**src/rtl/dtp_pkg.sv**
```systemverilog
`default_nettype none

package dtp_pkg;

    // Field widths of the stream payloads.
    localparam int DEPTH_W     = 16;
    localparam int COLOR_W     = 32;
    localparam int COORD_W     = 35;
    localparam int S_TDATA_W   = 48;
    localparam int M_TDATA_W   = 120;

    // Configuration registers.
    localparam int CFG_SIZE_W  = 11;
    localparam int INV_FOCAL_W = 24;
    localparam int CFG_ADDR_W  = 2;
    localparam int CFG_DATA_W  = 24;

    localparam logic [CFG_ADDR_W-1:0] REG_FRAME_WIDTH  = 2'd0;
    localparam logic [CFG_ADDR_W-1:0] REG_FRAME_HEIGHT = 2'd1;
    localparam logic [CFG_ADDR_W-1:0] REG_INV_FOCAL    = 2'd2;

    localparam logic [CFG_SIZE_W-1:0]  FRAME_WIDTH_RST  = 11'd640;
    localparam logic [CFG_SIZE_W-1:0]  FRAME_HEIGHT_RST = 11'd480;
    localparam logic [INV_FOCAL_W-1:0] INV_FOCAL_RST    = 24'd29433;

    localparam int MAX_WIDTH_DEF  = 1024;
    localparam int MAX_HEIGHT_DEF = 1024;

    // Fraction bits dropped after the two products (Q0.24 scale, 1/256 mm out, half-pixel).
    localparam int FRAC_SHIFT = 17;

    localparam int QUEUE_DEPTH = 2;

    typedef struct packed {
        logic full;
        logic empty;
    } t_queue_status;

endpackage

`default_nettype wire

```
**src/rtl/dtp_queue.sv**
```systemverilog
`default_nettype none

module dtp_queue #(
    parameter int WIDTH = 1,
    parameter int DEPTH = dtp_pkg::QUEUE_DEPTH
) (
    input  wire logic              i_clk,
    input  wire logic              i_rst_n,
    input  wire logic              i_push,
    input  wire logic [WIDTH-1:0]  i_data,
    input  wire logic              i_pop,
    output logic [WIDTH-1:0]       o_data,
    output dtp_pkg::t_queue_status o_status
);

    localparam int PtrW = $clog2(DEPTH);
    localparam int CntW = $clog2(DEPTH + 1);

    logic [WIDTH-1:0] r_mem [DEPTH];
    logic [PtrW-1:0]  r_wr_ptr;
    logic [PtrW-1:0]  r_rd_ptr;
    logic [CntW-1:0]  r_count;
    logic [CntW-1:0]  n_count;

    assign o_status.full  = r_count == CntW'(DEPTH);
    assign o_status.empty = r_count == '0;
    assign o_data         = r_mem[r_rd_ptr];

    always_comb begin
        n_count = r_count;
        if (i_push && !i_pop) begin
            n_count = r_count + CntW'(1);
        end else if (!i_push && i_pop) begin
            n_count = r_count - CntW'(1);
        end
    end

    always_ff @(posedge i_clk) begin
        if (i_push) begin
            r_mem[r_wr_ptr] <= i_data;
        end
    end

    always_ff @(posedge i_clk) begin
        if (!i_rst_n) begin
            r_wr_ptr <= '0;
            r_rd_ptr <= '0;
            r_count  <= '0;
        end else begin
            if (i_push) begin
                r_wr_ptr <= (r_wr_ptr == PtrW'(DEPTH - 1)) ? '0 : r_wr_ptr + PtrW'(1);
            end
            if (i_pop) begin
                r_rd_ptr <= (r_rd_ptr == PtrW'(DEPTH - 1)) ? '0 : r_rd_ptr + PtrW'(1);
            end
            r_count <= n_count;
        end
    end

    a_count_bound: assert property (@(posedge i_clk) disable iff (!i_rst_n)
        r_count <= CntW'(DEPTH))
        else $error("queue fill count exceeds its depth");

    a_no_underflow: assert property (@(posedge i_clk) disable iff (!i_rst_n)
        i_pop |-> r_count != '0)
        else $error("queue popped while empty");

endmodule

`default_nettype wire

```
**config.mk**
```make
export PLATFORM = sky130hd
export DESIGN_NAME = dtp_queue
export DESIGN_NICKNAME = d
export VERILOG_FILES = /design/src/rtl/dtp_pkg.sv /design/src/rtl/dtp_queue.sv
export SDC_FILE = /design/constraint.sdc
export NUM_CORES = 1
export LEC_CHECK = 0
export BUFFER_PORTS_ARGS = -buffer_cell sky130_fd_sc_hd__clkbuf_2
export CORE_AREA = 2 2 39 41
export CTS_CLUSTER_DIAMETER = 80
export DETAILED_ROUTE_END_ITERATION = 16
export DIE_AREA = 0 0 41 43
export PLACE_DENSITY = 0.5
export SYNTH_ARGS = -nofsm -noshare
export SYNTH_HDL_FRONTEND = slang
export SYNTH_SLANG_ARGS = --single-unit
```
**constraint.sdc**
```tcl
create_clock -name i_clk -period 2.7 [get_ports i_clk]
set_input_delay 0.135 -clock i_clk [delete_from_list [all_inputs] [get_ports i_clk]]
set_output_delay 0.135 -clock i_clk [all_outputs]
set_load 0.02 [all_outputs]
```
-- Word level (Yosys, flattened, before mapping)
Memories as Yosys holds them, arrays and structs flattened. A register that Yosys moved wholly into a read port is not among the register bits.
Cells that the tools add are included.
- flip-flop bits (word level): 4
- bits in writable memories: 2
- memories: 1
- memory list (name ; words ; width ; read ports ; clocked after memory_dff ; write ports ; RTL line ; source):
    r_mem ; 2 ; 1 ; 1 ; 1 ; 1 ; dtp_queue.sv:19 ; logic [WIDTH-1:0] r_mem [DEPTH];
- add/subtract/negate cells: 4
- equal/unequal tests: 1
- muxes and demuxes: 8
- reductions and logical operators: 6
- operator list (cell ; count):
    two-way mux 1 bit ; 6
    two-way mux 2 bit ; 2
    adder 1 bit (second input constant) ; 2
    adder 2 x 1 -> 2 bit (second input constant) ; 1
    == test 2 bit (second input constant) ; 1
    logical AND 1 bit ; 2
    zero test 1 bit ; 2
    zero test 2 bit ; 1
    nonzero test 2 bit ; 1
    subtractor 2 x 1 -> 2 bit (second input constant) ; 1

-- Logic depth before layout (Yosys ltp)
- depth in word-level cells: 4
- gate-level depth with buffers: 5
- gate-level depth less buffers: 5

-- Worst setup path before layout
No wires, ideal clock.
- path kind: input-to-reg
- from: input i_pop
- to: register r_count[1]
- library setup time: 0.070 ns
- arrival: 0.910 ns
- path slack: 1.720 ns
- stages: 4
- path buffers: 0
- cells stage by stage: inv_1 ha_1 or3_1 a21boi_1
- word-level cells in the longest chain between the ends: 3
- elaborated cells on any way between the ends: 5
- RTL lines (what ; RTL line ; source):
    from (decl) ; dtp_queue.sv:11 ; input wire logic i_pop,
    zero test 1 bit ; dtp_queue.sv:31 ; if (i_push && !i_pop) begin
    logical AND 1 bit ; dtp_queue.sv:31 ;
    two-way mux 2 bit / nonzero test 2 bit (equally long branches) ; -- ;
    to (signal assigned) ; dtp_queue.sv:56 ; r_count <= n_count;
    to (decl) ; dtp_queue.sv:22 ; logic [CntW-1:0] r_count;
Several ways; a longest one is shown, not always the timed one.
A chain may end at the register's enable or synchronous reset.

==> flow_summary.yaml <==
outcome:
  status: "finished, final reports clean"
timing:
  max_freq_mhz: 857
  final-hold-violation-count: 0
  fin_crit_ps: 1170
  rsz0062_at_grt: "no"
  tns_ps: 0
  setup_viol: 0
  fin_ws_ps: 1530
  slew_headroom_pct: 88.6
  slew_violations: 0
  finalCritPeriodShare_pct: 43.2
  worst_clock_skew_ps: 0.394
  worst_slew_pin_slew_ps: 170
route:
  wl_per_cell_um: 8.62
  drt-total-wl_um: 448
  dr.first_iter.drc_count: 0
  vias: 204
  drc: 0
  first_pass_iters: 1
  ant_nets: 0
  viasPerCell: 3.92
cts:
  cts_buffer_depth: 2
  cts_resized: 0
  clk_latency_ps: 250
  tritoncts: "yes"
  cts_buffers: 3
  post_cts_buffers: 0
  cts_hold_buffers: 0
  cts_root_buffer: "clkbuf_4"
  clk_pin_slew_ps: 50
  cts_htree_levels: 1
  clock_sink_count: 7
global_route:
  grt_util_met1_pct: 6.23
  track_usage_pct: 6.67
  grt_pass1_vias: 188
  met3_usage_pct: 7.85
  grt_pass1_wl_um: 696
  overflow: 0
  antenna_found_initial: 0
  use_met2_pct: 9.06
  top_usage_layer: "met2"
  grt_max_degree: 6
cells_and_area:
  fill_cells: 157
  antenna_cells: 0
  nNetsFinal: 43
  area.growth.synth_to_final_pct: 28.0
  drive_gt1_share_pct: 33.3
critical_path:
  endpoint_kind: "output port"
  worst_setup_path_start_kind: "flip-flop"
  worstSetupPathType: "reg -> out"
  reg2reg_slack_ps: 1670
  crit_chain: "mux2_2 > clkbuf_2"
  rr_startpoint: "r_count[0]$_SDFFE_PN0P_"
  critPathSlowestCell: "mux2_2"
  r2r_end: "r_count[1]$_SDFFE_PN0P_"
  reg2reg_depth: 3
  cp_data_required_time_ps: 2570
  max_stage_delay_ps: 320
  path_max_fanout: 1
  arrival_ps: 1030
hold_path:
  hold-path-endpoint: "r_mem[1]$_DFFE_PP_"
  hp-start: "i_data"
  hold_class: "in -> reg"
  hold_depth: 1
logic_synthesis:
  yosysWarnings: 0
  syn_nets: 31
  yosysSeqAreaShare_pct: 55.2
  syn_area_um2: 290
  synthesis.instances: 25
  syn_avg_cell_area_um2: 11.6
  ys_seq_elements: 7
  ys_types: 15
placed_design:
  port_buffers: 7
  dp_slack_ps: 1550
  routabilityCongestion: 0.679
floorplanning:
  die_area_mm2: 0.00176
  io_pins: 8
  die_w_um: 41
  start_util_pct: 21.0
  die_y_um: 43
  rows: 14
  core_mm2: 0.00138
power:
  p_clk_share_pct: 35.0
  power_mw: 0.266
  switching_power_mw: 0.0673
  leakagePower_nw: 0.166
  vdd_drop_max_mv: 0.328
  combinationalPowerShare_pct: 17.8
  seq_power_share_pct: 47.2
  power.internal_mw: 0.198
  switching_share_pct: 25.3
  power.density_mw_per_mm2: 715
run:
  drv_cap: 0
==> Yosys cell counts, drive strengths merged <==
| cell | n | area [um^2] |
|---|---|---|
| xnor2 | 1 | 8.76 |
| xor2 | 2 | 17.5 |
| mux2 | 1 | 11.3 |
| nor2b | 2 | 12.5 |
| ha | 1 | 12.5 |
| o21ai | 1 | 5.00 |
| o21a | 1 | 7.51 |
| inv | 1 | 3.75 |
| a21boi | 1 | 7.51 |
| or3 | 1 | 6.26 |
| dfxtp | 5 | 100 |
| edfxtp | 2 | 60.1 |
| nor2 | 1 | 3.75 |
| and2 | 4 | 25.0 |
| and2b | 1 | 8.76 |
==> metal layers <==
layer / share of wire [%] / up-vias
met5: 0 / -
met4: 0 / 0
met3: 12 / 0
met2: 46 / 9
met1: 42 / 89
li1: - / 106
==> cells by family after synthesis <==
group / share of synthesized area [%]
simple gates: 19.4
flops: 55.2
compound gates: 6.90
xor+xnor: 9.05
buf+inv: 1.29
mux: 3.88
fa+ha+maj: 4.31
==> worst max-delay path, delay by kind of cell (launching register included) <==
| family | cells | cell delay [ps] |
|---|---|---|
| buffers and inverters | 1 | 150 |
| muxes | 1 | 320 |
| DFF | 1 | 310 |
==> worst max path at each step <==
stage | startpoint | to | slack [ps]
after detailed placement | i_pop | r_count[1]$_SDFFE_PN0P_ | 1550
after global routing | flip-flop | o_data | 1500
final | flip-flop | o_data | 1530
after CTS | flip-flop | o_data | 1520
after global placement | i_pop | r_count[1]$_SDFFE_PN0P_ | 1580
after floorplan | i_pop | r_count[1]$_SDFFE_PN0P_ | 1720
==> placed cells by master (no fill, tap or decap) <==
cell and count:
xnor2_1 1, inv_1 1, a21boi_1 1, xor2_1 2
clkbuf_1 1, and2b_2 1, clkbuf_2 7, or3_1 1
dfxtp_1 5, mux2_2 1, nor2_1 1, ha_1 1
edfxtp_1 2, o21ai_0 1, nor2b_1 2, o21a_1 1
clkbuf_4 3, and2_1 4
==> power groups by stage <==
stage                     logic [mW]  clock network (mW)  registers (mW)
after floorplan               0.0338                   0           0.126
after global placement        0.0459                   0           0.127
after detailed placement      0.0481                   0           0.128
after CTS                     0.0484              0.0989           0.125
after global routing          0.0528               0.103           0.127
final                         0.0472              0.0931           0.125
==> through the flow <==
step / instances / hold slack [ps] / instance area, um^2 / utilization [%]
2_1_floorplan: 25 / 234 / 290 / -
3_3_place_gp: 48 / 330 / 345 / 25.0
3_5_place_dp: 48 / 343 / 345 / 25.0
4_1_cts: 52 / 82.0 / 372 / 26.9
5_1_grt: 52 / 80.3 / 372 / 26.9
6_report: 52 / 87.1 / 372 / 26.9
==> area by class of cell <==
cell class / count / area, um^2 / share of cell area [%]
sequential: 7 / 160 / 43.1
multi-input combinational: 17 / 126 / 34.0
timing repair buffer: 7 / 35.0 / 9.43
clock buffer: 4 / 26.3 / 7.07
tap: 16 / 20.0 / 5.39
inverter: 1 / 3.75 / 1.01
(Power assumes the default switching activity.)
