===== src/rtl/dtp_pkg.sv =====
`default_nettype none

package dtp_pkg;

    // Field widths of the stream payloads.
    localparam int DEPTH_W     = 16;
    localparam int COLOR_W     = 32;
    localparam int COORD_W     = 35;
    localparam int S_TDATA_W   = 48;
    localparam int M_TDATA_W   = 120;

    // Configuration registers.
    localparam int CFG_SIZE_W  = 11;
    localparam int INV_FOCAL_W = 24;
    localparam int CFG_ADDR_W  = 2;
    localparam int CFG_DATA_W  = 24;

    localparam logic [CFG_ADDR_W-1:0] REG_FRAME_WIDTH  = 2'd0;
    localparam logic [CFG_ADDR_W-1:0] REG_FRAME_HEIGHT = 2'd1;
    localparam logic [CFG_ADDR_W-1:0] REG_INV_FOCAL    = 2'd2;

    localparam logic [CFG_SIZE_W-1:0]  FRAME_WIDTH_RST  = 11'd640;
    localparam logic [CFG_SIZE_W-1:0]  FRAME_HEIGHT_RST = 11'd480;
    localparam logic [INV_FOCAL_W-1:0] INV_FOCAL_RST    = 24'd29433;

    localparam int MAX_WIDTH_DEF  = 1024;
    localparam int MAX_HEIGHT_DEF = 1024;

    // Fraction bits dropped after the two products (Q0.24 scale, 1/256 mm out, half-pixel).
    localparam int FRAC_SHIFT = 17;

    localparam int QUEUE_DEPTH = 2;

    typedef struct packed {
        logic full;
        logic empty;
    } t_queue_status;

endpackage

`default_nettype wire


===== src/rtl/dtp_back.sv =====
`default_nettype none

module dtp_back #(
    parameter int MAX_WIDTH  = dtp_pkg::MAX_WIDTH_DEF,
    parameter int MAX_HEIGHT = dtp_pkg::MAX_HEIGHT_DEF,
    parameter int ENTRY_W    = 1
) (
    input  wire logic                           i_clk,
    input  wire logic                           i_rst_n,
    input  wire logic [ENTRY_W-1:0]             i_entry,
    input  wire dtp_pkg::t_queue_status         i_q_status,
    output logic                                o_pop,
    input  wire logic [dtp_pkg::INV_FOCAL_W-1:0] i_inv_focal,
    output logic                                o_m_tvalid,
    input  wire logic                           i_m_tready,
    // x_pos [34:0], y_pos [69:35], z_pos [85:70], color_out [117:86], zero pad [119:118]
    output logic [dtp_pkg::M_TDATA_W-1:0]       o_m_tdata,
    // point_valid [0]
    output logic                                o_m_tuser,
    output logic                                o_m_tlast
);

    localparam int OffXW = $clog2(MAX_WIDTH) + 2;
    localparam int OffYW = $clog2(MAX_HEIGHT) + 2;
    localparam int P1XW  = OffXW + dtp_pkg::DEPTH_W + 1;
    localparam int P1YW  = OffYW + dtp_pkg::DEPTH_W + 1;
    localparam int P2XW  = P1XW + dtp_pkg::INV_FOCAL_W + 1;
    localparam int P2YW  = P1YW + dtp_pkg::INV_FOCAL_W + 1;
    localparam int PadW  = dtp_pkg::M_TDATA_W - 2 * dtp_pkg::COORD_W
                           - dtp_pkg::DEPTH_W - dtp_pkg::COLOR_W;

    logic signed [OffXW-1:0]             e_off_x;
    logic signed [OffYW-1:0]             e_off_y;
    logic [dtp_pkg::DEPTH_W-1:0]         e_depth;
    logic [dtp_pkg::COLOR_W-1:0]         e_color;
    logic                                e_last;
    logic                                en;
    logic signed [dtp_pkg::INV_FOCAL_W:0] inv_s;

    // Stage 1: offset times depth.
    logic                                r_v1;
    logic signed [P1XW-1:0]              r_px1;
    logic signed [P1YW-1:0]              r_py1;
    logic [dtp_pkg::DEPTH_W-1:0]         r_d1;
    logic [dtp_pkg::COLOR_W-1:0]         r_c1;
    logic                                r_l1;
    // Stage 2: times the reciprocal focal length.
    logic                                r_v2;
    logic signed [P2XW-1:0]              r_px2;
    logic signed [P2YW-1:0]              r_py2;
    logic [dtp_pkg::DEPTH_W-1:0]         r_d2;
    logic [dtp_pkg::COLOR_W-1:0]         r_c2;
    logic                                r_l2;
    // Stage 3: output register.
    logic                                r_v3;
    logic [dtp_pkg::COORD_W-1:0]         r_x;
    logic [dtp_pkg::COORD_W-1:0]         r_y;
    logic [dtp_pkg::DEPTH_W-1:0]         r_z;
    logic [dtp_pkg::COLOR_W-1:0]         r_color;
    logic                                r_pv;
    logic                                r_last;

    logic signed [P2XW-1:0]              sh_x;
    logic signed [P2YW-1:0]              sh_y;

    assign {e_last, e_color, e_depth, e_off_y, e_off_x} = i_entry;

    assign inv_s = $signed({1'b0, i_inv_focal});

    // The whole pipeline advances together whenever the output register can move.
    assign en    = !r_v3 || i_m_tready;
    assign o_pop = en && !i_q_status.empty;

    // Arithmetic shift rounds toward minus infinity; a zero depth gives zero products.
    assign sh_x = r_px2 >>> dtp_pkg::FRAC_SHIFT;
    assign sh_y = r_py2 >>> dtp_pkg::FRAC_SHIFT;

    always_ff @(posedge i_clk) begin
        if (en) begin
            r_px1   <= e_off_x * $signed({1'b0, e_depth});
            r_py1   <= e_off_y * $signed({1'b0, e_depth});
            r_d1    <= e_depth;
            r_c1    <= e_color;
            r_l1    <= e_last;

            r_px2   <= r_px1 * inv_s;
            r_py2   <= r_py1 * inv_s;
            r_d2    <= r_d1;
            r_c2    <= r_c1;
            r_l2    <= r_l1;

            r_x     <= sh_x[dtp_pkg::COORD_W-1:0];
            r_y     <= sh_y[dtp_pkg::COORD_W-1:0];
            r_z     <= r_d2;
            r_pv    <= r_d2 != '0;
            r_color <= r_c2;
            r_last  <= r_l2;
        end
    end

    always_ff @(posedge i_clk) begin
        if (!i_rst_n) begin
            r_v1 <= 1'b0;
            r_v2 <= 1'b0;
            r_v3 <= 1'b0;
        end else if (en) begin
            r_v1 <= !i_q_status.empty;
            r_v2 <= r_v1;
            r_v3 <= r_v2;
        end
    end

    assign o_m_tvalid = r_v3;
    assign o_m_tdata  = {PadW'(0), r_color, r_z, r_y, r_x};
    assign o_m_tuser  = r_pv;
    assign o_m_tlast  = r_last;

    a_invalid_zero: assert property (@(posedge i_clk) disable iff (!i_rst_n)
        r_v3 && !r_pv |-> r_x == '0 && r_y == '0 && r_z == '0)
        else $error("invalid point carries nonzero coordinates");

    a_valid_flag: assert property (@(posedge i_clk) disable iff (!i_rst_n)
        r_v3 |-> r_pv == (r_z != '0))
        else $error("point valid flag disagrees with depth");

endmodule

`default_nettype wire


===== config.mk =====
export PLATFORM = sky130hd
export DESIGN_NAME = dtp_back
export DESIGN_NICKNAME = d
export VERILOG_FILES = /design/src/rtl/dtp_pkg.sv /design/src/rtl/dtp_back.sv
export SDC_FILE = /design/constraint.sdc
export NUM_CORES = 1
export LEC_CHECK = 0
export BUFFER_PORTS_ARGS = -buffer_cell sky130_fd_sc_hd__buf_2
export CAP_MARGIN = 20
export CORE_MARGIN = 5
export CORE_UTILIZATION = 30
export DETAILED_ROUTE_END_ITERATION = 10
export PLACE_DENSITY = 0.86
export SLEW_MARGIN = 20
export SYNTH_ARGS = -nofsm -noshare
export SYNTH_HDL_FRONTEND = slang
export SYNTH_SLANG_ARGS = --single-unit

===== constraint.sdc =====
create_clock -name i_clk -period 1 [get_ports i_clk]
set_input_delay 0.3 -clock i_clk [delete_from_list [all_inputs] [get_ports i_clk]]
set_output_delay 0.3 -clock i_clk [all_outputs]
set_load 0.05 [all_outputs]

# Word-level counts from Yosys, hierarchy flattened
# Cells that the tools add are included.
# Widths: inputs -> output; s select.
# totals
reg_bits	3
latchBits	0
mem_bits_rw	0
rom_bits	0
inputBits	30
output_inout_bits	124
memories	0
# op_classes
addsub	0
multipliers	0
div_mod_pow	0
order_cmp	0
eq_ne	0
n_shift	0
n_mux	0
bitwise	0
reduce_logical	4
# ops
operator	count
$logic_not 1->1	2
$logic_and 1x1->1	1
$logic_or 1x1->1	1

# Longest topological paths before layout
# Gate-level depths: netlist of the first run.
# depth
ltp_word	3
mapped_depth	2
depth_no_buf	2

# Worst setup path before layout of the first run
# Ideal clock, no wire load.
# synth_path
path_kind	register -> output
start	register r_v3, in the netlist o_m_tvalid
end	output o_pop
t_arrival_ps	1323
t_required_ps	700
slack_ps	-623
stages_incl_launch_ff	3
path_buffers	0
path_cell_list	dfxtp_1 nor2b_4 nor2_1
# synth_between
elab_chain_len	3
# synth_rtl
item	line_no	rtl
start: declaration	dtp_back.sv:55	logic r_v3;
start signal: assignment	dtp_back.sv:109	r_v3 <= r_v2;
$logic_not 1->1	dtp_back.sv:71	assign en = !r_v3 || i_m_tready;
$logic_or 1x1->1	dtp_back.sv:71	
$logic_and 1x1->1	dtp_back.sv:72	assign o_pop = en && !i_q_status.empty;
end: declaration	dtp_back.sv:12	output logic o_pop,
# No other way between the ends.

# Worst setup path in the final report of the first run
# Ends and elaborated chain as after synthesis.

==> results.sh, run 1 <==
export IMPL_hpwl_mm=1.14
export IMPL_period_share_pct=121
export IMPL_power_switching_uw=1090
export IMPL_yosysSeqAreaShare_pct=5.78
export IMPL_syn_inst=134
export IMPL_reg2reg_slack_ns=0.13
export IMPL_syn_area_um2=1040
export IMPL_syn2layout_area_growth_pct=-31.6
export IMPL_grt_pass1_wl_um=841
export IMPL_grt_pass1_vias=240
export IMPL_drc_errors=0
export IMPL_rsz0062_at_grt="yes"
export IMPL_routed_wl_mm=1.16
export IMPL_start_kind="flop"
export IMPL_dieHeight_um=68.8
export IMPL_htree_num_levels=1
export IMPL_p_leak_uw=0.000482
export IMPL_num_vias=418
export IMPL_setup_viol=2
export IMPL_cp_end_kind="output port"
export IMPL_drt_pre_antenna_iters=2
export IMPL_synth_cell_types=9
export IMPL_finalWorstSetupSlack_ns=-0.213
export IMPL_core_area_um2=3340
export IMPL_clock_skew_ns=0.000399
export IMPL_syn_area_per_cell_um2=7.75
export IMPL_track_usage_pct=2.48
export IMPL_overflow=0
export IMPL_ios=154
export IMPL_pwr_share_comb_pct=76.0
export IMPL_antenna_found_initial=0
export IMPL_avgViaCountPerCell=2.21
export IMPL_hold_viol=0
export IMPL_p_sw_share_pct=78.8
export IMPL_whs_ns=0.324
export IMPL_drive_gt1_share_pct=8.39
export IMPL_start_util_pct=31.1
export IMPL_required_ns=0.70
export IMPL_clock_sinks=3
export IMPL_slew_violations=0
export IMPL_antenna_left=0
export IMPL_cap_violations=0
export IMPL_vdd_drop_max_mv=0.421
export IMPL_timing_fmax_mhz=824
export IMPL_critPathKind="reg2out"
export IMPL_cts_tree="yes"
export IMPL_p_int_uw=294
export IMPL_num_antenna_cells=0
export IMPL_p_seq_share_pct=9.2
export IMPL_hp_class="in2reg"
export IMPL_insertion_delay_ns=0.23
export IMPL_cts_buffers=3
export IMPL_clkPwrFrac_pct=14.8
export IMPL_yosysWarnings=0
export IMPL_crit_fanout=2
export IMPL_clk_pin_slew_ns=0.03
export IMPL_dieWidth_um=68.8
export IMPL_clockBufferDepth=2
export IMPL_cp_data_arrival_time_ns=0.91
export IMPL_grt_start_max_net_pins=5
export IMPL_ys_ff_latch=3
export IMPL_core_rowCount=21
export IMPL_wl_per_cell_um=6.16
export IMPL_portBuffers=5
export IMPL_violations="setup timing"
export IMPL_fin_util_pct=21.3
export IMPL_fin_nets=174
export IMPL_fill_cells=410
export IMPL_drt_iter0_markers=2
export IMPL_gp_congestion=0.498
export IMPL_clockRootBuffer="clkbuf_4"
export IMPL_outcome="finished, violations left"
export IMPL_p_per_area_nw_per_um2=1950
export IMPL_finalCriticalPeriod_ns=1.21
export IMPL_die_area_um2=4740
-- final timing paths --
check	end	cells after the start	start
min reg2reg	r_v2$_SDFFE_PN0P_	2	r_v2$_SDFFE_PN0P_
max reg2reg	r_v2$_SDFFE_PN0P_	3	o_m_tvalid$_SDFFE_PN0P_
max	o_pop	3	o_m_tvalid$_SDFFE_PN0P_
min	o_m_tvalid$_SDFFE_PN0P_	2	i_rst_n
-- power groups by stage --
stage	combinational [uW]	sequential, uW	clock, uW
after global placement	1030	129	0
after CTS	1040	127	218
after detailed placement	1030	129	0
after global routing	1090	128	229
final	1050	127	206
after floorplan	1390	134	0
-- area by class of cell --
cell class / count / area, um2 / share of cell area (%)
repair buffers: 6 / 38.8 / 5.46
well taps: 46 / 57.6 / 8.10
flip-flops and latches: 3 / 63.8 / 8.98
clock buffers: 4 / 26.3 / 3.70
multi-input cells: 130 / 524 / 73.8
-- critical path: stages (launching register included) --
cell     delay [ns]
dfxtp_4        0.33
nor2b_4        0.13
nor2_4         0.07
buf_6          0.16
-- placed cells by master, fill, tap and decap left out --
master and n:
nand2b_1 1, clkbuf_1 1, buf_4 1, dfxtp_1 2
nor2_4 1, clkbuf_4 3, conb_1 122, dfxtp_4 1
buf_6 1, nand2_1 2, mux2i_1 2, buf_2 4
nor2b_4 1, o21a_1 1
-- Yosys cell counts --
cell	n	area, um2
o21a_1	1	7.51
nor2_1	1	3.75
nand2b_1	1	6.26
nor2b_4	1	13.8
conb_1	1	3.75
nand2_1	2	7.51
buf_4	122	916
mux2i_1	2	20.0
dfxtp_1	3	60.1
-- routing by layer --
layer  global-route usage [%]  routed length, um  up-vias
met5                        0                  0        -
met4                     2.92                  0        0
met3                     1.30                342        0
met2                     4.77                666       62
met1                     1.35                156      179
li1                         -                  -      177
-- repair_timing --
action                                  4_1_cts  5_1_grt
hold buffers                                  0        0
buffers inserted                              0        0
endpoints found under the setup margin        2        2
hold endpoints to repair                      0        0
resized for setup                             2        0
-- state kept, by name, indices dropped and copies added, names as in the netlist --
register    cells
r_v1            1
o_m_tvalid      1
r_v2            1
-- metrics by stage --
| stage | setup TNS, ns | setup slack, ns | cell area (um2) | power [uW] | cells |
|---|---|---|---|---|---|
| after floorplan | -0.104 | -0.104 | 1500 | 1520 | 255 |
| after global placement | -0.0719 | -0.0719 | 678 | 1160 | 185 |
| after detailed placement | -0.0841 | -0.0841 | 678 | 1160 | 185 |
| after CTS | -0.358 | -0.236 | 711 | 1380 | 189 |
| after global routing | -0.382 | -0.243 | 711 | 1450 | 189 |
| final | -0.320 | -0.213 | 711 | 1390 | 189 |
-- kinds of logic after synthesis --
logic type | synth area share (%)
buf+inv | 88.2
mux | 1.93
compound gates | 0.723
flops | 5.78
simple gates | 3.01
other cells | 0.361
(Power assumes the default switching activity.)
==> inputs of run 2 (changes only) <==
--- a/constraint.sdc
+++ b/constraint.sdc
@@ -3,2 +3,2 @@
 set_output_delay 0.3 -clock i_clk [all_outputs]
-set_load 0.05 [all_outputs]
+set_load 0.02 [all_outputs]
==> run 2 against run 1 <==
Against the previous run:
- the flow still finishes with violations (setup timing)
- global-route usage is 0.10 points higher
- non-clock buffer count stayed put
- utilization is 0.22 points lower
- clock skew hardly changed
- die area stayed put
- clock power hardly changed
- sequential share of layout area is 0.26 points lower
- critical path type unchanged
- largest cell class unchanged
- largest power group unchanged
==> results.sh, run 2 (synthesis results as in run 1) <==
export IMPL_period_share_pct=119
export IMPL_cts_buffers=3
export IMPL_timing_fmax_mhz=840
export IMPL_overflow=0
export IMPL_slew_violations=0
export IMPL_outcome="finished, violations left"
export IMPL_die_area_um2=4740
export IMPL_min_to="o_m_tvalid$_SDFFE_PN0P_"
export IMPL_reg2reg_to="o_m_tvalid$_SDFFE_PN0P_"
export IMPL_htree_num_levels=1
export IMPL_clock_sinks=3
export IMPL_drive_gt1_share_pct=8.39
export IMPL_hold_start="i_rst_n"
export IMPL_start_kind="flop"
export IMPL_path_buf_inv=1
export IMPL_grt_start_max_net_pins=5
export IMPL_crit_family="flip-flops"
export IMPL_placed_cell_area_um2=671
export IMPL_start_util_pct=31.1
export IMPL_drc_errors=0
export IMPL_track_usage_pct=2.58
export IMPL_fin_tns_setup_ns=-0.191
export IMPL_gp_congestion=0.476
export IMPL_cap_violations=0
export IMPL_hp_class="in2reg"
export IMPL_clockRootBuffer="clkbuf_4"
export IMPL_syn2layout_area_growth_pct=-32.3
export IMPL_grt_pass1_vias=246
export IMPL_grt_pass1_wl_um=869
export IMPL_fin_area_um2=703
export IMPL_clock_skew_ns=0.000826
export IMPL_required_ns=0.70
export IMPL_postCtsHoldBufs=0
export IMPL_reg2reg_slack_ns=0.16
export IMPL_finalCriticalPeriod_ns=1.19
export IMPL_fin_nets=174
export IMPL_ios=154
export IMPL_drt_pre_antenna_iters=1
export IMPL_final_common_cell="conb_1"
export IMPL_p_per_area_nw_per_um2=1120
export IMPL_crit_fanout=2
export IMPL_reg2reg_depth=3
export IMPL_portBuffers=5
export IMPL_hold_viol=0
export IMPL_critPathKind="reg2out"
export IMPL_dieHeight_um=68.8
export IMPL_fill_cells=410
export IMPL_cp_end_kind="output port"
export IMPL_clockBufferDepth=2
export IMPL_avgViaCountPerCell=2.19
export IMPL_clk_pin_slew_ns=0.04
export IMPL_num_vias=413
export IMPL_holdPathStages=2
export IMPL_cp_data_arrival_time_ns=0.89
export IMPL_crit_path_cell_trace="nor2b_4 > nor2_2 > buf_6"
export IMPL_mostFrequentLayoutCells="conb_1, buf_2, clkbuf_4"
export IMPL_insertion_delay_ns=0.23
export IMPL_finalWorstSetupSlack_ns=-0.190
export IMPL_dieWidth_um=68.8
export IMPL_cts_tree="yes"
export IMPL_core_rowCount=21
export IMPL_setup_viol=2
export IMPL_antenna_found_initial=0
export IMPL_hpwl_mm=1.14
export IMPL_wl_per_cell_um=6.23
export IMPL_routed_wl_mm=1.18
export IMPL_core_area_um2=3340
export IMPL_drt_iter0_markers=0
export IMPL_violations="setup timing"
export IMPL_cp_slowest_stage_delay_ns=0.31
export IMPL_num_antenna_cells=0
export IMPL_cts_setup_buffers=0
export IMPL_antenna_left=0
export IMPL_rsz0062_at_grt="yes"
export IMPL_r2r_start="o_m_tvalid$_SDFFE_PN0P_"
export IMPL_vdd_drop_max_mv=0.233
export IMPL_slowest_stage="dfxtp_2"
export IMPL_p_leak_uw=0.000480
run 2: layout make-up:
class / count / area [um2] / area share [%]
Multi-Input combinational cell: 130 / 519 / 73.8
Sequential cell: 3 / 61.3 / 8.72
Tap cell: 46 / 57.6 / 8.19
Timing Repair Buffer: 6 / 38.8 / 5.52
Clock buffer: 4 / 26.3 / 3.74
run 2: layer usage:
| layer | vias to the layer above | track usage [%] | share of wire, % |
|---|---|---|---|
| li1 | 177 | - | - |
| met1 | 173 | 1.83 | 12 |
| met2 | 63 | 5.01 | 56 |
| met3 | 0 | 0.648 | 31 |
| met4 | 0 | 2.92 | 0 |
| met5 | - | 0 | 0 |
run 2: what timing repair did:
item	CTS	global route
resized for setup	2	0
hold endpoints to repair	0	0
endpoints found under the setup margin	2	2
run 2: worst max path at each step:
stage / start / to / slack (ns) / cells after the start
finish: o_m_tvalid$_SDFFE_PN0P_ / o_pop / -0.19 / 3
global placement: i_m_tready / o_pop / -0.008 / 4
detailed placement: i_m_tready / o_pop / -0.04 / 4
CTS: o_m_tvalid$_SDFFE_PN0P_ / o_pop / -0.21 / 3
floorplan: o_m_tvalid$_SDFFE_PN0P_ / o_pop / 0.03 / 2
global route: o_m_tvalid$_SDFFE_PN0P_ / o_pop / -0.24 / 3
run 2: per-stage QoR:
stage,utilization [%],hold slack [ns],cells,worst slack (ns),power [uW]
after floorplan,-,0.418,255,0.0265,910
after global placement,20.1,0.445,185,-0.00767,558
after detailed placement,20.1,0.459,185,-0.0376,560
after CTS,21.1,0.317,189,-0.209,784
after global routing,21.1,0.325,189,-0.237,850
final,21.1,0.325,189,-0.190,786
run 2: report_power, final:
part           internal [uW]  switching [uW]
clock network            149            58.6
registers                127            2.18
logic                   18.7             431
total                    295             491
