===== src/rtl/dtp_pkg.sv =====
`default_nettype none

package dtp_pkg;

    // Field widths of the stream payloads.
    localparam int DEPTH_W     = 16;
    localparam int COLOR_W     = 32;
    localparam int COORD_W     = 35;
    localparam int S_TDATA_W   = 48;
    localparam int M_TDATA_W   = 120;

    // Configuration registers.
    localparam int CFG_SIZE_W  = 11;
    localparam int INV_FOCAL_W = 24;
    localparam int CFG_ADDR_W  = 2;
    localparam int CFG_DATA_W  = 24;

    localparam logic [CFG_ADDR_W-1:0] REG_FRAME_WIDTH  = 2'd0;
    localparam logic [CFG_ADDR_W-1:0] REG_FRAME_HEIGHT = 2'd1;
    localparam logic [CFG_ADDR_W-1:0] REG_INV_FOCAL    = 2'd2;

    localparam logic [CFG_SIZE_W-1:0]  FRAME_WIDTH_RST  = 11'd640;
    localparam logic [CFG_SIZE_W-1:0]  FRAME_HEIGHT_RST = 11'd480;
    localparam logic [INV_FOCAL_W-1:0] INV_FOCAL_RST    = 24'd29433;

    localparam int MAX_WIDTH_DEF  = 1024;
    localparam int MAX_HEIGHT_DEF = 1024;

    // Fraction bits dropped after the two products (Q0.24 scale, 1/256 mm out, half-pixel).
    localparam int FRAC_SHIFT = 17;

    localparam int QUEUE_DEPTH = 2;

    typedef struct packed {
        logic full;
        logic empty;
    } t_queue_status;

endpackage

`default_nettype wire


===== src/rtl/dtp_front.sv =====
`default_nettype none

module dtp_front #(
    parameter int MAX_WIDTH  = dtp_pkg::MAX_WIDTH_DEF,
    parameter int MAX_HEIGHT = dtp_pkg::MAX_HEIGHT_DEF,
    parameter int ENTRY_W    = 1
) (
    input  wire logic                                i_clk,
    input  wire logic                                i_rst_n,
    input  wire logic                                i_cfg_valid,
    output logic                                     o_cfg_ready,
    input  wire logic [dtp_pkg::CFG_ADDR_W-1:0]      i_cfg_addr,
    input  wire logic [dtp_pkg::CFG_DATA_W-1:0]      i_cfg_data,
    input  wire logic                                i_s_tvalid,
    output logic                                     o_s_tready,
    // depth_mm [15:0], pixel_color [47:16]
    input  wire logic [dtp_pkg::S_TDATA_W-1:0]       i_s_tdata,
    input  wire dtp_pkg::t_queue_status              i_q_status,
    output logic                                     o_push,
    output logic [ENTRY_W-1:0]                       o_entry,
    output logic [dtp_pkg::INV_FOCAL_W-1:0]          o_inv_focal
);

    localparam int ColW  = $clog2(MAX_WIDTH);
    localparam int RowW  = $clog2(MAX_HEIGHT);
    localparam int SzXW  = $clog2(MAX_WIDTH + 1);
    localparam int SzYW  = $clog2(MAX_HEIGHT + 1);
    localparam int OffXW = ColW + 2;
    localparam int OffYW = RowW + 2;

    logic [dtp_pkg::CFG_SIZE_W-1:0]  r_frame_width;
    logic [dtp_pkg::CFG_SIZE_W-1:0]  r_frame_height;
    logic [dtp_pkg::INV_FOCAL_W-1:0] r_inv_focal;
    logic [ColW-1:0]                 r_col;
    logic [RowW-1:0]                 r_row;
    logic [ColW-1:0]                 n_col;
    logic [RowW-1:0]                 n_row;

    logic [SzXW-1:0]                 w_eff;
    logic [SzYW-1:0]                 h_eff;
    logic [SzXW-1:0]                 col_inc;
    logic [SzYW-1:0]                 row_inc;
    logic                            row_last;
    logic                            frame_last;
    logic                            accept;
    logic [OffXW-1:0]                off_x;
    logic [OffYW-1:0]                off_y;
    logic [dtp_pkg::DEPTH_W-1:0]     depth;
    logic [dtp_pkg::COLOR_W-1:0]     color;

    assign o_cfg_ready = 1'b1;
    assign o_s_tready  = !i_q_status.full;
    assign accept      = i_s_tvalid && o_s_tready;
    assign o_push      = accept;
    assign o_inv_focal = r_inv_focal;

    assign depth = i_s_tdata[dtp_pkg::DEPTH_W-1:0];
    assign color = i_s_tdata[dtp_pkg::DEPTH_W +: dtp_pkg::COLOR_W];

    // A size of zero acts as one, and a size above the maximum acts as the maximum.
    always_comb begin
        if (r_frame_width == '0) begin
            w_eff = SzXW'(1);
        end else if (32'(r_frame_width) > 32'(MAX_WIDTH)) begin
            w_eff = SzXW'(MAX_WIDTH);
        end else begin
            w_eff = SzXW'(r_frame_width);
        end
        if (r_frame_height == '0) begin
            h_eff = SzYW'(1);
        end else if (32'(r_frame_height) > 32'(MAX_HEIGHT)) begin
            h_eff = SzYW'(MAX_HEIGHT);
        end else begin
            h_eff = SzYW'(r_frame_height);
        end
    end

    assign col_inc    = SzXW'(r_col) + SzXW'(1);
    assign row_inc    = SzYW'(r_row) + SzYW'(1);
    assign row_last   = col_inc >= w_eff;
    assign frame_last = row_last && (row_inc >= h_eff);

    // Offset from the image centre in half pixels: 2*pos + 1 - size.
    assign off_x = OffXW'({r_col, 1'b1}) - OffXW'(w_eff);
    assign off_y = OffYW'({r_row, 1'b1}) - OffYW'(h_eff);

    assign o_entry = {frame_last, color, depth, off_y, off_x};

    always_comb begin
        n_col = r_col;
        n_row = r_row;
        if (row_last) begin
            n_col = '0;
            n_row = frame_last ? '0 : RowW'(row_inc);
        end else begin
            n_col = ColW'(col_inc);
        end
    end

    always_ff @(posedge i_clk) begin
        if (!i_rst_n) begin
            r_frame_width  <= dtp_pkg::FRAME_WIDTH_RST;
            r_frame_height <= dtp_pkg::FRAME_HEIGHT_RST;
            r_inv_focal    <= dtp_pkg::INV_FOCAL_RST;
            r_col          <= '0;
            r_row          <= '0;
        end else begin
            if (i_cfg_valid) begin
                case (i_cfg_addr)
                    dtp_pkg::REG_FRAME_WIDTH: begin
                        r_frame_width <= i_cfg_data[dtp_pkg::CFG_SIZE_W-1:0];
                    end
                    dtp_pkg::REG_FRAME_HEIGHT: begin
                        r_frame_height <= i_cfg_data[dtp_pkg::CFG_SIZE_W-1:0];
                    end
                    dtp_pkg::REG_INV_FOCAL: begin
                        r_inv_focal <= i_cfg_data[dtp_pkg::INV_FOCAL_W-1:0];
                    end
                    default: begin
                    end
                endcase
            end
            if (accept) begin
                r_col <= n_col;
                r_row <= n_row;
            end
        end
    end

    // The last pixel of a frame always brings both counters back to the origin.
    a_frame_wrap: assert property (@(posedge i_clk) disable iff (!i_rst_n)
        accept && frame_last |=> r_col == '0 && r_row == '0)
        else $error("position counters did not wrap after the last pixel of a frame");

endmodule

`default_nettype wire


===== config.mk =====
export PLATFORM = sky130hd
export DESIGN_NAME = dtp_front
export DESIGN_NICKNAME = d
export VERILOG_FILES = /design/src/rtl/dtp_pkg.sv /design/src/rtl/dtp_front.sv
export SDC_FILE = /design/constraint.sdc
export NUM_CORES = 1
export LEC_CHECK = 0
export ABC_AREA = 1
export BUFFER_PORTS_ARGS = -buffer_cell sky130_fd_sc_hd__buf_2
export CAP_MARGIN = 20
export CORE_MARGIN = 4
export CORE_UTILIZATION = 36
export DETAILED_ROUTE_END_ITERATION = 12
export PLACE_DENSITY = 0.76
export SLEW_MARGIN = 20
export SYNTH_ARGS = -nofsm -noshare
export SYNTH_HDL_FRONTEND = slang
export SYNTH_SLANG_ARGS = --single-unit

===== constraint.sdc =====
create_clock -name i_clk -period 0.8 [get_ports i_clk]
set_clock_uncertainty 0.1 [all_clocks]
set_input_delay 0.04 -clock i_clk [delete_from_list [all_inputs] [get_ports i_clk]]
set_output_delay 0.04 -clock i_clk [all_outputs]
set_load 0.005 [all_outputs]

After elaboration in Yosys (flattened, before gate mapping)
Index checks and enable logic that the tools add are counted.
- register bits: 35
- latch bits: 0
- memory bits (writable): 0
- bits in read-only memories: 0
- input port bits: 80
- logic and storage cells: 13
- memories: 0
- add/sub/neg operators: 1
- $mul: 0
- div/mod/pow operators: 0
- magnitude comparators: 1
- equality and inequality tests: 1
- shift-type cells: 0
- mux-type cells: 2
- bitwise logic cells: 0
- reduce and logical (&&, ||, !) cells: 6
- operators with widths (cell ; count):
    11-bit two-way mux ; 2
    11-bit greater-than comparator, second input constant ; 1
    11-bit zero test ; 1
    2-bit AND reduction ; 2
    2-bit equality test, second input constant ; 1
    2-bit zero test ; 1
    1-bit logical AND ; 1
    1-bit zero test ; 1
    1-bit subtractor, first input constant ; 1

Depth between registers and ports, before layout
Gate-level depths: netlist of the first run.
- word-level depth: 4
- depth in mapped cells: 7
- depth with buffers taken out: 5

Worst setup path after synthesis of the first run
No wires, ideal clock.
- path kind: input port to flip-flop
- start point: input port i_cfg_addr[1] (netlist bit)
- end point: register r_frame_width[0] (netlist bit)
- library setup time: 0.116 ns
- data arrival time: 0.613 ns
- required time: 0.584 ns
- slack: -0.029 ns
- cell stages on the path: 6
- path buffers: 2
- path through: buf_6 > nor2_4 > nand2_2 > buf_6 > o21ai_0 > nor2_1
- word-level cells in the longest chain between the ends: 2
- ends and longest elaborated chain (item ; line ; RTL):
    start, declared ; dtp_front.sv:12 ; input wire logic [dtp_pkg::CFG_ADDR_W-1:0] i_cfg_addr,
    2-bit zero test ; dtp_front.sv:109 ; case (i_cfg_addr)
    2-bit AND reduction (no source line) ; - ;
    end signal, assigned ; dtp_front.sv:102 ; r_frame_width <= dtp_pkg::FRAME_WIDTH_RST;
    end signal, assigned ; dtp_front.sv:111 ; r_frame_width <= i_cfg_data[dtp_pkg::CFG_SIZE_W-1:0];
    end, declared ; dtp_front.sv:31 ; logic [dtp_pkg::CFG_SIZE_W-1:0] r_frame_width;
No other way between the ends.
A chain may end at the register's enable or synchronous reset.

Final worst setup path of the first run
- start point: register r_frame_width[2] (netlist bit)
- end point: output port o_entry
- word-level cells in the longest chain between the ends: 4
- ends and longest elaborated chain (item ; line ; RTL):
    11-bit greater-than comparator ; dtp_front.sv:64 ; end else if (32'(r_frame_width) > 32'(MAX_WIDTH)) begin
    11-bit two-way mux ; dtp_front.sv:64 ;
    11-bit two-way mux * ; dtp_front.sv:62 ; if (r_frame_width == '0) begin
    1-bit subtractor * ; dtp_front.sv:84 ; assign off_x = OffXW'({r_col, 1'b1}) - OffXW'(w_eff);
    end, declared ; dtp_front.sv:20 ; output logic [ENTRY_W-1:0] o_entry,
Mark *: on every way between the ends. The rest lies on a longest branch, timed or not.

==> results.yml, run 1 <==
run_status:
  status: "finished with violations"
  failed_checks: "negative hold slack, negative setup slack"
sta:
  hold_violations: 17
  max_freq_mhz: 833
  slew_viol_final: 0
  final-setup-viol-count: 26
  layout_min_cycle_time_ps: 1200
  grt_setup_unrepaired: "true"
  timing.final.ws_setup_ps: -400
  whs_ps: -90.1
  post-route-period-util_pct: 150
  setup_tns_ps: -1790
routing:
  wl_per_cell_um: 13.3
  route.detailed.drc: 0
  drtIter0Drc: 99
  wirelength_um: 3920
  vias: 1452
  vias_per_cell: 4.91
  firstDrtPassIters: 4
  ant_nets: 0
global_routing:
  met1_usage_pct: 18.6
  grt_pass1_vias: 1412
  busiest_layer: "met2"
  grt_start_max_net_pins: 36
  grt_pass1_wl_um: 6350
  overflow: 0
  antenna_found_initial: 0
  grt_util_met2_pct: 26.1
  grt_util_met3_pct: 5.75
  track_usage_pct: 15.6
worst_setup_path:
  worstPathCellList: "nor2_2, nand2_1, nor2_1, a21oi_1, buf_2"
  crit_buf_inv: 1
  crit_arrival_ps: 1060
  timing.rr.start: "r_frame_width[0]"
  slowest_delay_ps: 320
  critPathLaunch: "r_frame_width[2]"
  cp.required_ps: 660
  path_max_fanout: 2
  rr_worst_depth: 4
  crit_family: "flip-flops"
  critPathSlowestCell: "dfxtp_2"
  start_kind: "flip-flop"
  end_kind: "primary output"
  worstSetupPathType: "flip-flop to primary output"
  path_depth: 5
clocking:
  holdBufCountCts: 17
  clk_path_buf_depth: 2
  cts_tree: "built"
  cts_sinks: 35
  cts_buffers: 5
  clk_pin_slew_ps: 70
  ctsHtreeMaxLevel: 2
  cts_root_buf: "clkbuf_8"
  clk_latency_ps: 280
power_and_ir_drop:
  netSwitchingFraction_pct: 23.1
  p_sw_uw: 915
  p_seq_share_pct: 47.5
  max-vdd-ir-drop_v: 0.000985
  power_leakage_nw: 0.969
  internal_power_mw: 3.04
  power_density_nw_per_um2: 1830
  total_power_mw: 3.96
  power_frac_comb_pct: 14.1
  power_frac_clock_pct: 38.4
layout:
  mostFrequentLayoutCells: "buf_2, nand2_1, dfxtp_2"
  fill_cells: 351
  final_cells: 296
  layout-drive-gt1-share_pct: 43.1
  syn2layout_area_growth_pct: 48.9
  fin_nets: 328
  layout_commonest_cell: "buf_2"
  antenna_cells: 0
  final_util_pct: 57.4
  final_area_um2: 2160
synth:
  syn-num-nets: 258
  netlist.area_leader.share_pct: 48.2
  synth_area_leaders: "dfxtp_1, nand4_1, nand2_1, nor2_1, a21boi_1"
  synth.largest_area_cell: "dfxtp_1"
  ys_types: 21
  seq_area_frac_synth_pct: 48.2
  synth_seq_cells: 35
  synth_warnings: 0
  synthCells: 178
  syn_area_um2: 1450
  syn_area_per_cell_um2: 8.16
job:
  drv_cap: 0
place:
  place.gp.congestion: 0.761
  dp_hpwl_um: 2570
  pre_cts_slack_ps: -188
  placed_cell_area_um2: 1780
  portBuffers: 57
  dp_cells: 276
floorplanning:
  die_area_um2: 5120
  core_um2: 3770
  die_w_um: 71.5
  die_h_um: 71.5
  initial_core_util_pct: 38.5
  rows: 22
  pin_count: 108
min_path:
  holdCritPathClass: "primary input to flip-flop"
  holdPathStages: 3
  hp-start: "i_cfg_data[2]"
==> cells by family (layout without fill, tap and decap cells) <==
family	after synthesis	in the layout	synth area share, %
simple gates	96	96	31.8
other cells	1	1	0.258
buf+inv	22	92	9.04
flops	35	35	48.2
compound gates	24	24	10.7
==> sequential cells by signal (all words and copies together), names as in the netlist <==
| signal | cells |
|---|---|
| o_inv_focal | 24 |
| r_frame_width | 11 |
==> layer usage <==
metal	vias up	part of all wire [%]
li1	739	-
met1	653	43
met2	58	49
met3	2	8.4
met4	0	0.25
met5	-	0
==> power by group through the flow <==
stage	Combinational, mW	Clock, mW	Sequential [mW]
4_1_cts	0.541	1.55	1.87
2_1_floorplan	0.254	0	1.90
3_5_place_dp	0.461	0	1.90
3_3_place_gp	0.455	0	1.90
6_report	0.557	1.52	1.88
5_1_grt	0.624	1.63	1.89
==> worst reg2reg max path, stage by stage (launching register included) <==
cell and delay (ps):
dfxtp_2 330, buf_6 110, buf_6 100, nor2_2 80, nor2_1 50
==> final timing paths <==
| check | end | slack, ps |
|---|---|---|
| hold / removal | r_frame_width[2] | -90 |
| setup / recovery | o_entry | -400 |
| setup reg to reg | r_frame_width[0] | -70 |
| hold reg to reg | o_inv_focal[14] | 360 |
==> cell usage after synthesis, drive strengths merged <==
| cell | number |
|---|---|
| o21ai | 9 |
| conb | 1 |
| and2 | 1 |
| buf | 13 |
| nor2 | 27 |
| clkbuf | 3 |
| nand3 | 13 |
| nand2 | 31 |
| nand4 | 24 |
| dfxtp | 35 |
| a21oi | 1 |
| inv | 6 |
| a21boi | 14 |
==> what timing repair did <==
item,CTS,global route
resized for setup,30,21
buffers inserted,3,1
endpoints found under the hold margin,35,16
pin swaps,4,16
endpoints found under the setup margin,25,41
==> area by class of cell <==
class / instances / area [um2] / share of cell area (%)
Inverter: 6 / 22.5 / 1.04
Sequential cell: 35 / 737 / 34.1
Tap cell: 48 / 60.1 / 2.78
Clock inverter: 1 / 30.0 / 1.39
Multi-Input combinational cell: 121 / 628 / 29.0
Timing Repair Buffer: 79 / 613 / 28.3
Clock buffer: 6 / 72.6 / 3.35
No activity file was read; power rests on OpenSTA's default activity.
==> run 2: changes to the inputs <==
Settings changed: ABC_AREA 1 to unset, CORE_UTILIZATION 36 to 35, MAX_ROUTING_LAYER set to met4, SETUP_SLACK_MARGIN set to 0.5.
==> run 2 against run 1 <==
Against the previous run: the run still ends with negative hold slack, negative setup slack left; register-to-register slack better by 80 ps; sequential share of layout area is 1.6 points higher; non-clock buffer count is 11 lower; area after synthesis is 6.7% lower; combinational power is 17% lower; worst setup slack worse by 350 ps; sequential cell count stayed put; final area is 3.2% lower; synthesized cell count is 8.4% lower; clock power is 11% lower; largest power group unchanged; highest routed layer unchanged.
==> results.yml, run 2 <==
place:
  place.gp.congestion: 0.736
  pre_cts_slack_ps: -488
  portBuffers: 57
  dp_hpwl_um: 2210
  dp_cells: 264
layout:
  fin_nets: 308
  syn2layout_area_growth_pct: 54.6
  final_cells: 277
  mostFrequentLayoutCells: "nand2_1, buf_2, dfxtp_2"
  antenna_cells: 0
  regArea_um2: 747
  layout-drive-gt1-share_pct: 60.7
  largest_reg_flops: 24
  multi_input_area_um2: 693
  layout_commonest_cell: "nand2_1"
  fill_cells: 342
sta:
  max_freq_mhz: 645
  final-setup-viol-count: 25
  slew_viol_final: 0
  setup_tns_ps: -1940
  grt_setup_unrepaired: "true"
  hold_violations: 35
  timing.final.ws_setup_ps: -751
  layout_min_cycle_time_ps: 1550
  whs_ps: -127
  post-route-period-util_pct: 194
floorplanning:
  core_um2: 3690
  rows: 22
  pin_count: 108
  die_h_um: 70.2
  die_w_um: 70.2
  die_area_um2: 4930
  initial_core_util_pct: 36.7
routing:
  vias: 1275
  ant_nets: 0
  firstDrtPassIters: 2
  route.detailed.drc: 0
  drtIter0Drc: 32
  vias_per_cell: 4.60
  wl_per_cell_um: 12.0
  wirelength_um: 3320
clocking:
  cts_tree: "built"
  cts_buffers: 5
  clk_pin_slew_ps: 70
  cts_sinks: 35
  clk_path_buf_depth: 2
  clk_latency_ps: 270
  cts_root_buf: "clkbuf_8"
  ctsHtreeMaxLevel: 2
synth:
  yosys.cell_count.top_type: "nand2_1"
  syn-num-nets: 243
  synth_area_leaders: "dfxtp_1, nand2_1, a21boi_1, nand3_1, a21boi_0"
  syn_area_um2: 1360
  seq_area_frac_synth_pct: 51.7
  synth_warnings: 0
  synth_top_flop_cell: "dfxtp_1"
  ys_types: 19
  synth.largest_area_cell: "dfxtp_1"
  netlist.area_leader.share_pct: 51.7
  synth_seq_cells: 35
  synthArstFlopShare_pct: 0
  synth_common_cells: "nand2_1, dfxtp_1, a21boi_1"
  synthCells: 163
  syn_area_per_cell_um2: 8.31
  synth_edf_count: 0
worst_setup_path:
  timing.rr.start: "r_frame_width[10]"
  crit_buf_inv: 1
  reg2reg_to: "r_frame_width[10]"
  rr_worst_depth: 3
  path_max_fanout: 2
  crit_arrival_ps: 1410
  crit_family: "simple AND/OR/NAND/NOR gates"
  worstPathCellList: "nor4_2, nand3_1, mux2_2, buf_2"
  path_depth: 4
  rrSetupSlack_ps: 10
  slowest_delay_ps: 330
  end_kind: "primary output"
  critPathSlowestCell: "dfxtp_2"
  worstSetupPathType: "flip-flop to primary output"
  cp.required_ps: 660
  start_kind: "flip-flop"
job:
  drv_cap: 0
power_and_ir_drop:
  power_density_nw_per_um2: 1760
  power_leakage_nw: 0.903
  max-vdd-ir-drop_v: 0.00109
run_status:
  failed_checks: "negative hold slack, negative setup slack"
  status: "finished with violations"
global_routing:
  overflow: 0
  grt_pass1_wl_um: 5440
  antenna_found_initial: 0
  track_usage_pct: 14.0
  grt_start_max_net_pins: 36
  grt_pass1_vias: 1248
min_path:
  holdCritPathClass: "primary input to flip-flop"
  holdPathStages: 3
  hold_end: "o_inv_focal[12]"
  hp-start: "i_cfg_data[12]"
[run 2: cell count changes in the layout (fill, tap and decap cells not counted), moves of 5 or more]
cell and change:
a21boi_1 +8, buf_2 +5, dfxtp_1 -6, dfxtp_2 +5, dlygate4sd3_1 -13, nand2_1 +31
nand2_2 +7, nand3_2 +5, nand4_1 -24, nor2_1 -23, o21ai_0 -6
[run 2: worst max path at each step]
stage | from | endpoint
2_1_floorplan | r_frame_width[4] | o_entry
5_1_grt | r_frame_width[8] | o_entry
3_3_place_gp | r_frame_width[4] | o_entry
4_1_cts | r_frame_width[4] | o_entry
3_5_place_dp | r_frame_width[4] | o_entry
6_report | r_frame_width[8] | o_entry
[run 2: cell families after synthesis]
kind of cell | share of synthesized area [%]
AO/OA/AOI/OAI | 12.7
flip-flops | 51.7
multiplexers | 0.831
other | 0.277
AND/OR/NAND/NOR | 28.9
buffers and inverters | 5.54
[run 2: area by class of cell]
type | instances | area share (%)
flip-flops and latches | 35 | 35.7
multi-input cells | 117 | 33.1
repair buffers | 68 | 23.4
clock buffers | 8 | 4.78
inverters | 1 | 0.179
well taps | 48 | 2.87
[run 2: through the flow]
| step | power [mW] | util (%) | instance area (um2) | hold WS, ps |
|---|---|---|---|---|
| floorplan | 2.09 | - | 1420 | -2.70 |
| global placement | 2.26 | 47.4 | 1750 | 150 |
| detailed placement | 2.27 | 47.4 | 1750 | 163 |
| CTS | 3.69 | 53.6 | 1980 | -133 |
| global route | 3.86 | 56.8 | 2090 | -129 |
| finish | 3.69 | 56.8 | 2090 | -127 |
[run 2: timing repair]
item,CTS,global route
setup buffers,3,1
cloned,1,0
pin swaps,29,6
setup endpoints to repair,62,62
gates resized for setup,33,26
hold endpoints to repair,35,35
[run 2: layer usage]
metal / routed length, um / track usage [%]
met3: 283 / 5.90
met2: 1610 / 23.1
met4: 23 / 2.55
met1: 1400 / 15.9
met5: 0 / -
[run 2: power by group]
group          leakage [nW]  internal [mW]  total, mW  switching (mW)
combinational         0.560          0.263      0.465           0.202
clock                0.0515          0.785       1.36           0.573
sequential            0.292           1.82       1.87          0.0466
[run 2: worst reg2reg max path, stage by stage (launching register included)]
cell,delay [ps]
dfxtp_2,350
buf_6,100
nand2_2,50
a21boi_2,120
